## config.mk

```make
export PLATFORM = sky130hd
export DESIGN_NAME = ir_pulse_distance_decoder_core
export DESIGN_NICKNAME = d
export VERILOG_FILES = /design/src/irpd_pkg.sv /design/src/irpd_ram.sv /design/src/ir_pulse_distance_decoder_core.sv
export SDC_FILE = /design/constraint.sdc
export NUM_CORES = 1
export LEC_CHECK = 0
export ABC_AREA = 0
export BUFFER_PORTS_ARGS = -buffer_cell sky130_fd_sc_hd__buf_2
export CORE_MARGIN = 2
export CORE_UTILIZATION = 50
export DETAILED_ROUTE_END_ITERATION = 8
export PLACE_DENSITY_LB_ADDON = 0.3
export SKIP_CTS_REPAIR_TIMING = 1
export SLEW_MARGIN = 10
export SYNTH_ARGS = -nofsm -noshare
export SYNTH_HDL_FRONTEND = slang
export SYNTH_SLANG_ARGS = --single-unit
```

## constraint.sdc

```tcl
create_clock -name clk -period 5.9 [get_ports clk]
set_input_delay 1.18 -clock clk [delete_from_list [all_inputs] [get_ports clk]]
set_output_delay 1.18 -clock clk [all_outputs]
set_load 0.02 [all_outputs]
```

## src/irpd_pkg.sv

```systemverilog
// ----------------------------------------------------------------------------
// irpd_pkg
// Shared constants, register map and key table for the pulse-distance IR
// decoder.
// ----------------------------------------------------------------------------
package irpd_pkg;

  // Configuration port geometry.
  localparam int ADDR_W = 4;
  localparam int DATA_W = 32;

  // Register indexes on the configuration port (byte address is 4 * index).
  localparam logic [1:0] REG_SHIFT_AMOUNT  = 2'd0;
  localparam logic [1:0] REG_REPEAT_VALUE  = 2'd1;
  localparam logic [1:0] REG_TIMEOUT_TICKS = 2'd2;

  // Reset values of the configuration registers.
  localparam logic [4:0]  SHIFT_RESET   = 5'd17;
  localparam logic [14:0] REPEAT_RESET  = 15'd58;
  localparam logic [15:0] TIMEOUT_RESET = 16'd500;

  // Input opcodes.
  localparam logic OP_EDGE = 1'b0;
  localparam logic OP_TICK = 1'b1;

  // Stored samples saturate at this value.
  localparam int SAMPLE_W = 15;
  localparam logic [SAMPLE_W-1:0] SAMPLE_MAX = 15'h7fff;

  // Remote key table: digits 0-9, enter, mute, last.
  localparam int KEY_COUNT = 13;
  localparam logic [3:0] NO_KEY = 4'd13;
  localparam logic [15:0] KEY_CODES [KEY_COUNT] = '{
    16'h08f7, 16'h8877, 16'h48b7, 16'hc837, 16'h28d7, 16'ha857, 16'h6897,
    16'he817, 16'h18e7, 16'h9867, 16'h22dd, 16'h906f, 16'h58a7
  };

  // Lowest table index whose code equals the given code, else NO_KEY.
  function automatic logic [3:0] match_key(input logic [31:0] c);
    logic [3:0] k;
    k = NO_KEY;
    for (int i = KEY_COUNT - 1; i >= 0; i--) begin
      if (c == {16'h0000, KEY_CODES[i]}) begin
        k = 4'(i);
      end
    end
    return k;
  endfunction

endpackage

```

## src/irpd_ram.sv

```systemverilog
// ----------------------------------------------------------------------------
// irpd_ram
// Generic single-write, single-read RAM with a registered read port.
// ----------------------------------------------------------------------------
module irpd_ram #(
  parameter int WIDTH = 15,
  parameter int DEPTH = 36
) (
  input  logic                     clk,
  input  logic                     wr_en,
  input  logic [$clog2(DEPTH)-1:0] wr_addr,
  input  logic [WIDTH-1:0]         wr_data,
  input  logic [$clog2(DEPTH)-1:0] rd_addr,
  output logic [WIDTH-1:0]         rd_data
);

  logic [WIDTH-1:0] mem [DEPTH];

  // Write port and registered read port.
  always_ff @(posedge clk) begin
    if (wr_en) begin
      mem[wr_addr] <= wr_data;
    end
    rd_data <= mem[rd_addr];
  end

endmodule

```

## src/ir_pulse_distance_decoder_core.sv

```systemverilog
// ----------------------------------------------------------------------------
// ir_pulse_distance_decoder_core
// Pulse-distance infrared remote decoder: quantizes edge intervals, stores
// the samples of a frame and decodes a code, a key and a repeated-press flag.
// ----------------------------------------------------------------------------
// Usage:
// Input words carry an opcode (falling edge or one-millisecond tick) and the
// measured edge-to-edge interval. A tick, or an edge that neither completes a
// frame nor matches the repeat code, is taken in idle and gives no output.
// An edge that ends a frame or matches the repeat code yields one output
// word: the code is rebuilt from CODE_BITS stored samples by one shared
// shift-and-add unit, one slot per cycle behind the sample RAM's registered
// read; the next input is taken only once that word is loaded.
// in_ready is low while that accumulation runs. The output word sits in a
// register; if the receiver stalls, a finished word waits there and the
// decoder holds in its final step until the register frees, while ticks and
// silent edges keep being taken once it is back in idle.
// Reset clears the edge count, the press window and the previous code, and
// marks every sample slot as zero through per-slot valid bits, so the sample
// RAM needs no clearing pass. The user must write configuration registers
// through the APB port only while the block is idle; this is not enforced.
// ----------------------------------------------------------------------------
module ir_pulse_distance_decoder_core #(
  parameter int EDGES_PER_FRAME = 36,
  parameter int FIRST_BIT_SLOT  = 19,
  parameter int CODE_BITS       = 16
) (
  input  logic                        clk,
  input  logic                        rst,
  // Configuration port.
  input  logic                        psel,
  input  logic                        penable,
  input  logic                        pwrite,
  input  logic [irpd_pkg::ADDR_W-1:0] paddr,
  input  logic [irpd_pkg::DATA_W-1:0] pwdata,
  output logic [irpd_pkg::DATA_W-1:0] prdata,
  output logic                        pready,
  // Input channel.
  input  logic                        in_valid,
  output logic                        in_ready,
  input  logic                        opcode,
  input  logic [31:0]                 interval_ticks,
  // Output channel.
  output logic                        out_valid,
  input  logic                        out_ready,
  output logic [31:0]                 code,
  output logic [3:0]                  key_index,
  output logic                        repeated_press
);

  import irpd_pkg::*;

  localparam int AW = $clog2(EDGES_PER_FRAME);
  localparam int PW = $clog2(EDGES_PER_FRAME + 1);
  localparam int CW = $clog2(CODE_BITS + 1);
  localparam int SLOT_TOP = (FIRST_BIT_SLOT + CODE_BITS > EDGES_PER_FRAME) ?
                            (FIRST_BIT_SLOT + CODE_BITS) : EDGES_PER_FRAME;
  localparam int SW = $clog2(SLOT_TOP + 1);

  typedef enum logic [1:0] {IDLE, ACCUM, DONE} state_t;

  // Configuration registers.
  logic [4:0]  shift_amount;
  logic [14:0] repeat_value;
  logic [15:0] timeout_ticks;

  // Control state.
  state_t                     state;
  logic [PW-1:0]              edge_pos;      // edge count plus one
  logic [EDGES_PER_FRAME-1:0] slot_valid;
  logic [15:0]                window_remaining;
  logic                       window_running;
  logic                       expired_since_result;
  logic [31:0]                previous_code;
  logic                       previous_valid;
  logic [CW-1:0]              cnt;
  logic                       rd_ok;
  logic [31:0]                acc;

  // Datapath signals.
  logic                cfg_write;
  logic                in_fire;
  logic                edge_fire;
  logic [31:0]         quant;
  logic                is_repeat;
  logic                frame_end;
  logic [AW-1:0]       store_slot;
  logic [PW-1:0]       edge_pos_next;
  logic [SAMPLE_W-1:0] sample_sat;
  logic                wr_en;
  logic [SW-1:0]       rd_slot;
  logic                rd_in_range;
  logic [SAMPLE_W-1:0] rd_data;
  logic [SAMPLE_W-1:0] rd_sample;
  logic [31:0]         acc_next;
  logic [3:0]          key_next;
  logic                rep_next;
  logic                out_free;

  assign pready    = 1'b1;
  assign cfg_write = psel && penable && pwrite && pready;

  // Register read-back.
  always_comb begin
    unique case (paddr[3:2])
      REG_SHIFT_AMOUNT:  prdata = {27'd0, shift_amount};
      REG_REPEAT_VALUE:  prdata = {17'd0, repeat_value};
      REG_TIMEOUT_TICKS: prdata = {16'd0, timeout_ticks};
      default:           prdata = '0;
    endcase
  end

  // Configuration writes.
  always_ff @(posedge clk) begin
    if (rst) begin
      shift_amount  <= SHIFT_RESET;
      repeat_value  <= REPEAT_RESET;
      timeout_ticks <= TIMEOUT_RESET;
    end else if (cfg_write) begin
      unique case (paddr[3:2])
        REG_SHIFT_AMOUNT:  shift_amount  <= pwdata[4:0];
        REG_REPEAT_VALUE:  repeat_value  <= pwdata[14:0];
        REG_TIMEOUT_TICKS: timeout_ticks <= pwdata[15:0];
        default: ;
      endcase
    end
  end

  assign in_ready  = (state == IDLE);
  assign in_fire   = in_valid && in_ready;
  assign edge_fire = in_fire && (opcode == OP_EDGE);

  // Edge quantization, repeat detection and frame-end detection.
  always_comb begin
    quant      = interval_ticks >> shift_amount;
    is_repeat  = (quant == {17'd0, repeat_value});
    frame_end  = (edge_pos == PW'(EDGES_PER_FRAME));
    sample_sat = (quant > {17'd0, SAMPLE_MAX}) ? SAMPLE_MAX : quant[SAMPLE_W-1:0];
    if (frame_end) begin
      store_slot    = '0;
      edge_pos_next = PW'(1);
    end else begin
      store_slot    = edge_pos[AW-1:0];
      edge_pos_next = edge_pos + PW'(1);
    end
    if (is_repeat) begin
      edge_pos_next = '0;
    end
  end

  assign wr_en = edge_fire && !is_repeat;

  // Read side of the accumulation: slot for the current step.
  assign rd_slot     = SW'(FIRST_BIT_SLOT) + SW'(cnt);
  assign rd_in_range = (rd_slot < SW'(EDGES_PER_FRAME));
  assign rd_sample   = rd_ok ? rd_data : '0;
  assign acc_next    = {acc[30:0], 1'b0} + {17'd0, rd_sample};

  assign key_next = match_key(acc);
  assign rep_next = previous_valid && (previous_code == acc) && !expired_since_result;
  assign out_free = !out_valid || out_ready;

  irpd_ram #(
    .WIDTH (SAMPLE_W),
    .DEPTH (EDGES_PER_FRAME)
  ) u_store (
    .clk     (clk),
    .wr_en   (wr_en),
    .wr_addr (store_slot),
    .wr_data (sample_sat),
    .rd_addr (rd_slot[AW-1:0]),
    .rd_data (rd_data)
  );

  // Sequencer, press window, previous code and output register.
  always_ff @(posedge clk) begin
    if (rst) begin
      state                <= IDLE;
      edge_pos             <= PW'(1);
      slot_valid           <= '0;
      window_remaining     <= '0;
      window_running       <= 1'b0;
      expired_since_result <= 1'b1;
      previous_code        <= '0;
      previous_valid       <= 1'b0;
      cnt                  <= '0;
      rd_ok                <= 1'b0;
      out_valid            <= 1'b0;
    end else begin
      rd_ok <= rd_in_range && slot_valid[rd_slot[AW-1:0]];
      // A taken word is cleared unless the final step loads a new one.
      if (out_valid && out_ready && state != DONE) begin
        out_valid <= 1'b0;
      end
      if (wr_en) begin
        slot_valid[store_slot] <= 1'b1;
      end
      unique case (state)
        IDLE: begin
          if (in_fire && opcode == OP_TICK) begin
            // A tick counts down a running press window.
            if (window_running) begin
              if (window_remaining <= 16'd1) begin
                window_remaining     <= '0;
                window_running       <= 1'b0;
                expired_since_result <= 1'b1;
              end else begin
                window_remaining <= window_remaining - 16'd1;
              end
            end
          end else if (edge_fire) begin
            edge_pos <= edge_pos_next;
            if (frame_end || is_repeat) begin
              cnt   <= '0;
              acc   <= '0;
              state <= ACCUM;
            end
          end
        end
        ACCUM: begin
          // One slot per cycle; read data arrives in the cycle after its address.
          if (cnt != '0) begin
            acc <= acc_next;
          end
          if (cnt == CW'(CODE_BITS)) begin
            state <= DONE;
          end else begin
            cnt <= cnt + CW'(1);
          end
        end
        DONE: begin
          if (out_free) begin
            code                 <= acc;
            key_index            <= key_next;
            repeated_press       <= rep_next;
            out_valid            <= 1'b1;
            previous_code        <= acc;
            previous_valid       <= 1'b1;
            expired_since_result <= 1'b0;
            window_remaining     <= timeout_ticks;
            window_running       <= 1'b1;
            state                <= IDLE;
          end
        end
        default: state <= IDLE;
      endcase
    end
  end

endmodule
```

==> reports/metrics.cfg <==
[timing]
tightest_slew_ns = 1.18
finClkSkew_ns = 0.0192
rsz0062_at_grt = false
slew_violations = 0
clock.fmax_ghz = 0.211
min_period_ns = 4.74
layout_setup_ws_ns = 1.16
hold_viol = 0
finalSetupTns_ns = 0
fin_hold_ws_ns = 0.464
min_period_over_period_pct = 80.3
setup_viol = 0
slew_headroom_pct = 21.6

[floorplan]
dieArea_sq_um = 69000
fp-row-count = 94
die_width_microns = 263
start_util_pct = 50.7
core-area_sq_um = 66000
io_pins = 148
die_y_microns = 263

[final_layout]
drive_gt1_share_pct = 22.8
diodes = 0
syn2layout_area_growth_pct = 12.6
utilization_pct = 57.0
nets = 2467

[worst_setup_path]
rr_worst_depth = 11
startpoint_type = register
critical_path.startpoint = shift_amount[1]
r2r_start = shift_amount[1]
path_max_fanout = 71
worstReg2RegEnd = u_store.mem[15][7]
critPathCaptureType = register
criticalPathCategory = register to register
cp.required_ns = 6.22
r2r_slack_ns = 1.16
cp.arrival_ns = 5.06

[clock_network]
cts_buffers = 78
cts_buffer_depth = 3
root_buffer = clkbuf_16
clkTransAtPathRegs_ns = 0.06
clock_sinks = 762
cts_tree = built
clk_latency_ns = 0.63
htreeDepth = 3

[yosys]
yosysUniqueCellTypes = 78
synthArstFlopShare_pct = 0
synthFlopType = edfxtp_1
synth_edf_count = 609
synthTopCellsByArea = edfxtp_1 55%, mux4_2 14%, dfxtp_1 9.2%, nand2_1 2.3%, mux2i_1 1.8%
synth-seq-area-share_pct = 63.9
yosys_register_bits = 762
yosysWarnings = 0
yosysTopAreaCell = edfxtp_1
synthCells = 2241
synth_area_sq_um = 33400
syn_area_per_cell_sq_um = 14.9
synth_top_area_share_pct = 54.7

[detailed_routing]
drc = 0
via_per_inst = 6.05
drt_iter0_drc = 2213
firstDrtPassIters = 5
ant_nets = 0
vias = 19932
wl_per_cell_microns = 23.7
drt-total-wl_microns = 78100

[grt]
grt_overflow_total = 0
antenna_found_initial = 1
grt_max_degree = 103
grt_use_total_pct = 22.7
grt_pass1_vias = 19996
grt_pass1_wl_microns = 120000

[worst_hold_path]
hold_path_class = register to register
worstHoldPathCells = 2
min-delay-start = previous_code[9]
hold_end = previous_code[9]

[pwr]
powerDensity_nw_per_um2 = 296
peakVddDrop_mv = 0.194
p_total_mw = 11.1
leakage_nw = 12.2

[run]
max-cap-violations = 0

[status]
status = finished, final reports clean

[place]
dp_hpwl_microns = 49300
finalWeightedCongestion = 0.880
port_buffers = 112
dpl_worst_slack_ns = 1.08

-- synth_stat cells, types with 24 or more instances --
library cell	number
o22ai_1	40
o21ai_0	40
mux4_2	213
nand2_1	206
mux2i_1	59
xor2_1	37
dfxtp_1	153
edfxtp_1	609
inv_1	54
nor2_1	149
clkbuf_1	106
xnor2_1	37
buf_4	24
a21oi_1	102
nand3_1	32
-- state kept, by name, summed over array words and instances (netlist names), 16 cells and up --
register          count
timeout_ticks        16
u_store.mem         540
acc                  32
previous_code        32
window_remaining     16
slot_valid           36
code                 32
-- layout by cell type, fill, tap and decap left out, drive strengths merged, types with 11 or more instances in the layout --
master and n:
o22ai 40, o21ai 41, nand2 208, dfxtp 153, nand3 33, a22oi 18, and3 11, ha 21
inv 59, nor2b 20, nor2 149, nand4 24, xor2 37, buf 189, nor3 23, edfxtp 609
a21oi 103, mux2i 59, a22o 16, nor4 18, clkbuf 98, and2 20, or3 11, nand3b 14
mux2 17, a211oi 12, nand2b 23, xnor2 37, conb 17, clkinv 32, mux4 213
-- layout make-up --
| cell class | instances | area (sq um) |
|---|---|---|
| repair buffers | 189 | 1170 |
| fillers | 5056 | 28300 |
| well taps | 864 | 1080 |
| inverters | 55 | 206 |
| clock buffers | 98 | 2090 |
| clock inverters | 43 | 409 |
| flip-flops and latches | 762 | 21400 |
| multi-input cells | 1283 | 11300 |
-- per-layer routing --
layer	track usage [%]	routed length [microns]	share of wire (%)
met1	31.2	32700	42
met5	0	12	0.015
met4	5.89	1780	2.3
met3	4.27	5420	6.9
met2	37.4	38200	49
-- how the worst max path moves through the flow --
stage                     slack, ns            endpoint
after floorplan                0.90  u_store.mem[32][0]
after global placement         1.08              acc[7]
after detailed placement       1.08  u_store.mem[15][4]
after CTS                      1.22  u_store.mem[15][7]
after global routing           0.82  u_store.mem[15][7]
final                          1.16  u_store.mem[15][7]
-- metrics by stage --
stage / cells / instance area [sq um]
floorplan: 2256 / 33500
global placement: 3153 / 35100
detailed placement: 3153 / 35100
CTS: 3294 / 37600
global route: 3294 / 37600
finish: 3294 / 37600
-- worst max-delay path: stages, from the launching register on --
cell and delay, ns:
dfxtp_4 1.00, mux4_2 0.60, mux2_2 0.34, a221oi_1 0.57, xor2_1 0.12, o21ai_0 0.11
nor4_1 0.07, nand4_1 0.09, buf_4 0.22, nand2_2 0.25, nor2_1 0.68, buf_4 0.31
-- power by group --
part	total (mW)	internal, mW	leakage [nW]	switching (mW)
Sequential	5.89	5.88	6.72	0.0147
Clock	4.83	2.79	1.21	2.04
Combinational	0.426	0.117	4.31	0.309
-- logic make-up after synthesis --
group	Yosys count	synth area share [%]
adder cells (fa/ha/maj)	22	0.846
AO/OA/AOI/OAI	301	5.77
multiplexers	289	16.7
buffers and inverters	211	2.72
other	2	0.0225
AND/OR/NAND/NOR	580	8.17
XOR/XNOR	74	1.94
flip-flops	762	63.9
(Power assumes the default switching activity.)
